File: src/rtl/assert_macros.svh
// Assertion helpers shared by the RTL of the queue unit.
`ifndef ASSERT_MACROS_SVH
`define ASSERT_MACROS_SVH

// Check a property on every rising clock edge outside reset.
`define RRQE_ASSERT(lbl, clk, rst_n, prop) \
    lbl: assert property (@(posedge clk) disable iff (!rst_n) prop) \
        else $error("rrqe assertion failed");

// Check a property on every rising clock edge, reset included.
`define RRQE_ASSERT_ALWAYS(lbl, clk, prop) \
    lbl: assert property (@(posedge clk) prop) \
        else $error("rrqe assertion failed");

`endif

File: src/rtl/rrqe_pkg.sv
`timescale 1ns / 1ps
// ============================================================================
// rrqe_pkg
// Types, constants and helpers shared by the queue controller and datapath.
// ============================================================================
package rrqe_pkg;

    localparam int QUEUE_DEPTH = 1024;
    localparam int ID_W        = 30;
    localparam int ADDR_W      = $clog2(QUEUE_DEPTH);
    localparam int CNT_W       = $clog2(QUEUE_DEPTH + 1);
    localparam int SUM_W       = CNT_W + 1;

    localparam logic [CNT_W-1:0] DEPTH_CNT = CNT_W'(QUEUE_DEPTH);
    localparam logic [ID_W-1:0]  DEPTH_ID  = ID_W'(QUEUE_DEPTH);

    localparam logic [1:0] REQ_NEXT     = 2'd0;
    localparam logic [1:0] REQ_EXPEDITE = 2'd1;
    localparam logic [1:0] REQ_RELOAD   = 2'd2;

    typedef struct packed {
        logic [1:0]      req_type;
        logic [ID_W-1:0] target_id;
    } t_req;

    typedef struct packed {
        logic [ID_W-1:0] served_id;
        logic            empty_flag;
    } t_rsp;

    typedef enum logic [2:0] {
        S_IDLE,
        S_NEXT_WR,
        S_RELOAD,
        S_EXP_SCAN,
        S_EXP_TAIL
    } t_state;

    typedef struct packed {
        logic emit_empty;
        logic rd_front;
        logic next_commit;
        logic reload_start;
        logic reload_step;
        logic exp_start;
        logic exp_scan;
        logic exp_tail;
    } t_dp_cmd;

    typedef struct packed {
        logic count_zero;
        logic id_zero;
        logic pop_zero;
        logic reload_last;
        logic scan_hit;
        logic scan_last;
    } t_dp_sts;

    function automatic logic [ADDR_W-1:0] slot_of(input logic [ADDR_W-1:0] head,
                                                  input logic [CNT_W-1:0]  off);
        logic [SUM_W-1:0] sum;
        sum = SUM_W'(head) + SUM_W'(off);
        if (sum >= SUM_W'(QUEUE_DEPTH)) begin
            sum = sum - SUM_W'(QUEUE_DEPTH);
        end
        return sum[ADDR_W-1:0];
    endfunction

endpackage

File: src/rtl/rrqe_ctrl.sv
`timescale 1ns / 1ps
`include "assert_macros.svh"
// ============================================================================
// rrqe_ctrl
// Sequencer for next, expedite and reload items; drives the datapath.
// ============================================================================
module rrqe_ctrl
    import rrqe_pkg::*;
(
    input  logic       i_clk,
    input  logic       i_rst_n,
    input  logic       i_start,
    input  logic [1:0] i_req_type,
    input  t_dp_sts    i_sts,
    output t_dp_cmd    o_cmd,
    output logic       o_busy
);

    t_state r_state;
    t_state n_state;

    always_ff @(posedge i_clk) begin
        if (!i_rst_n) begin
            r_state <= S_IDLE;
        end else begin
            r_state <= n_state;
        end
    end

    always_comb begin
        n_state = r_state;
        o_cmd   = '0;
        unique case (r_state)
            S_IDLE: begin
                if (i_start) begin
                    unique case (i_req_type)
                        REQ_NEXT: begin
                            if (i_sts.count_zero) begin
                                o_cmd.emit_empty = 1'b1;
                            end else begin
                                o_cmd.rd_front = 1'b1;
                                n_state        = S_NEXT_WR;
                            end
                        end
                        REQ_EXPEDITE: begin
                            if (!i_sts.id_zero) begin
                                o_cmd.exp_start = 1'b1;
                                n_state = i_sts.count_zero ? S_EXP_TAIL : S_EXP_SCAN;
                            end
                        end
                        REQ_RELOAD: begin
                            o_cmd.reload_start = 1'b1;
                            if (!i_sts.pop_zero) begin
                                n_state = S_RELOAD;
                            end
                        end
                        default: begin
                        end
                    endcase
                end
            end
            S_NEXT_WR: begin
                o_cmd.next_commit = 1'b1;
                n_state           = S_IDLE;
            end
            S_RELOAD: begin
                o_cmd.reload_step = 1'b1;
                if (i_sts.reload_last) begin
                    n_state = S_IDLE;
                end
            end
            S_EXP_SCAN: begin
                o_cmd.exp_scan = 1'b1;
                priority if (i_sts.scan_hit) begin
                    n_state = S_IDLE;
                end else if (i_sts.scan_last) begin
                    n_state = S_EXP_TAIL;
                end
            end
            S_EXP_TAIL: begin
                o_cmd.exp_tail = 1'b1;
                n_state        = S_IDLE;
            end
            default: begin
                n_state = S_IDLE;
            end
        endcase
    end

    assign o_busy = (r_state != S_IDLE);

    `RRQE_ASSERT(a_next_from_idle, i_clk, i_rst_n, (r_state == S_NEXT_WR) |-> ($past(r_state) == S_IDLE))
    `RRQE_ASSERT(a_tail_returns, i_clk, i_rst_n, (r_state == S_EXP_TAIL) |=> (r_state == S_IDLE))

endmodule

File: config.mk
export PLATFORM = sky130hd
export DESIGN_NAME = rrqe_ctrl
export DESIGN_NICKNAME = d
export VERILOG_FILES = /design/src/rtl/rrqe_pkg.sv /design/src/rtl/rrqe_ctrl.sv
export VERILOG_INCLUDE_DIRS = /design/src /design/src/rtl
export SDC_FILE = /design/constraint.sdc
export NUM_CORES = 1
export LEC_CHECK = 0
export BUFFER_PORTS_ARGS = -buffer_cell sky130_fd_sc_hd__buf_2
export CAP_MARGIN = 20
export CORE_AREA = 2 2 39 41
export DETAILED_ROUTE_END_ITERATION = 10
export DIE_AREA = 0 0 41 43
export PLACE_DENSITY = 0.52
export SYNTH_ARGS = -nofsm -noshare
export SYNTH_HDL_FRONTEND = slang
export SYNTH_SLANG_ARGS = --single-unit
File: constraint.sdc
create_clock -name i_clk -period 2.75 [get_ports i_clk]
set_clock_uncertainty 0.1 [all_clocks]
set_input_delay 0 -clock i_clk [delete_from_list [all_inputs] [get_ports i_clk]]
set_output_delay 0 -clock i_clk [all_outputs]
set_load 0.05 [all_outputs]
==> flow_summary.yaml <==
final_layout:
  nets: 84
  top_register: "r_state"
  top_regs: "r_state x3"
  largest_reg_flops: 3
  final_area_sq_um: 513
  drive_above_1_share: 0.368
  multiInputGateArea_sq_um: 259
  syn_to_final_growth_pct: 50.2
  nFillCells: 149
  antennaDiodeCount: 0
  finish.utilization: 0.371
  register_area_sq_um: 60.1
worst_setup_path:
  critPathBufInv: 1
  critical_path.cell_chain: "nor3_4, nand2_1, o31ai_1, dlygate4sd3_1"
  cp-start-kind: "flip-flop"
  critPathTopFamily: "buffers and inverters"
  r2r_cells: 4
  r2r_slack_ns: 1.07
  slowest_stage: "dlygate4sd3_1"
  path_max_fanout: 7
  cp.required_ns: 2.82
  critPathArrivalTime_ns: 1.75
  cpPeakStageDelay_ns: 0.57
  critPathCaptureType: "flip-flop"
  reg2reg_to: "r_state[0]$_SDFFE_PN0P_"
  r2r-start: "r_state[0]$_SDFFE_PN0P_"
  crit_start: "r_state[0]$_SDFFE_PN0P_"
  critPathKind: "flip-flop to flip-flop"
clock_network:
  clockRootBuffer: "clkbuf_4"
  cts.sinks: 3
  postCtsHoldBufs: 3
  cts_buffers: 3
  postCtsSetupBuffers: 0
  worstSkewPairLatency_ns: 0.23
  post_cts_resized: 0
  cts_tree: "done"
  clkTransAtPathRegs_ns: 0.03
  htree_levels: 1
  cts_buffer_depth: 2
logic_synthesis:
  syn_area_sq_um: 342
  synthTopCellsByArea: "dfxtp_1, ha_1, nor3b_1"
  ys_seq_area_frac: 0.176
  synthArstFlopShare: 0
  avgSynthCellArea_sq_um: 8.13
  synth_nets: 57
  yosysTopAreaCellShare: 0.176
  yosysWarnings: 0
  yosysMostFrequentCell: "nor3b_1"
  synth_edf_count: 0
  yosysTopAreaCell: "dfxtp_1"
  synthFlopType: "dfxtp_1"
  yosysUniqueCellTypes: 24
  synthCells: 42
  synth_common_cells: "nor3b_1, inv_1, ha_1, dfxtp_1, nand2_1"
  synth_seq_cells: 3
placed_design:
  placed_area_sq_um: 457
  port_buffers: 19
  gp_congestion: 0.667
  hpwl_um: 694
timing:
  period_minus_slack_ns: 1.68
  maxSlewViolCount: 0
  fin_hold_ws_ns: 0.0312
  setup_tns_ns: 0
  report.final.hold_viol_count: 0
  tightest_slew_ns: 0.275
  maxSlewHeadroom: 0.816
  rsz0062_at_grt: "false"
  setup_viol: 0
  fmax_ghz: 0.594
  min_period_over_period: 0.612
drt:
  m1WireLength_um: 427
  drc: 0
  wire_per_inst_um: 10.3
  viasPerCell: 4.58
  postRouteAntennaNets: 0
  dr.pass1.iters: 2
  vias: 385
  dr_wl_met2_um: 362
  highest_layer: "met3"
  routed_wl_um: 866
  drtIter0Drc: 2
  wl_met3_um: 76
hold_path:
  holdPathEnd: "r_state[1]$_SDFFE_PN0P_"
  min_path_cells: 4
  hold_path.class: "input pin to flip-flop"
  hp-start: "i_sts[2]"
outcome:
  status: "finished clean"
global_routing:
  antenna_found_initial: 0
  grt_pass1_wl_um: 1300
  grt_pass1_vias: 342
  grt_use_total: 0.102
  grt_max_degree: 8
  grt_remaining_overflow: 0
floorplanning:
  die_y_um: 43
  io_pins: 20
  core_sq_mm: 0.00138
  start_util: 0.247
  rows: 14
  dieArea_sq_mm: 0.00176
  die_w_um: 41
job:
  drv_cap: 0
pwr:
  static-leakage-power_nw: 0.278
  power_mw: 0.178
  peakVddDrop_mv: 0.116
  power_density_mw_per_mm2: 346
-- power by group --
part           leakage, nW  internal (mW)  switching, mW
Combinational        0.239         0.0224         0.0345
Sequential          0.0243         0.0448        0.00180
Clock               0.0150         0.0542         0.0199
Total                0.278          0.121         0.0562
-- worst min-delay path, cell delays in order --
cell      delay [ns]
buf_2           0.08
nand2b_1        0.05
nand4b_1        0.11
a211oi_1        0.07
-- logic make-up (layout without fill, tap and decap cells) --
group           after synthesis  count (layout)  synth area share
buf+inv                       6              32            0.0659
fa+ha+maj                     4               4             0.147
flops                         3               3             0.176
compound gates                8               8             0.194
simple gates                 21              21             0.418
-- worst max-delay path by stage --
stage | cells after the start | endpoint
after floorplan | 3 | o_cmd[6]
after global placement | 6 | r_state[2]$_SDFFE_PN0P_
after global routing | 4 | r_state[0]$_SDFFE_PN0P_
final | 4 | r_state[0]$_SDFFE_PN0P_
after detailed placement | 6 | r_state[2]$_SDFFE_PN0P_
after CTS | 4 | r_state[0]$_SDFFE_PN0P_
-- through the flow --
| step | setup WS [ns] | cells |
|---|---|---|
| floorplan | 0.741 | 42 |
| global placement | 1.30 | 77 |
| detailed placement | 1.30 | 77 |
| CTS | 1.04 | 84 |
| global route | 0.903 | 84 |
| finish | 1.07 | 84 |
-- cell type report --
type,instances,area share
multi-input cells,33,0.505
inverters,6,0.0439
repair buffers,22,0.244
flip-flops and latches,3,0.117
clock buffers,4,0.0512
well taps,16,0.0390
-- placed cells by master (no fill, tap or decap), drive strengths merged --
cell type,count
nand3,2
inv,6
and4b,1
a41oi,1
a32o,1
and3,1
o31ai,1
clkbuf,4
nor3b,6
a22oi,1
and3b,1
nor2b,1
nand4b,1
nor3,1
a21oi,1
ha,4
o21ai,1
dfxtp,3
nand2b,1
nand2,3
buf,19
o211ai,1
a211oi,1
nor2,2
or3,1
dlygate4sd3,3
-- routing by layer --
layer | GRT usage | vias to the layer above
li1 | - | 204
met1 | 0.141 | 163
met2 | 0.163 | 18
met3 | 0.0157 | 0
met4 | 0.0200 | 0
met5 | 0 | -
No activity file was read; power rests on OpenSTA's default activity.
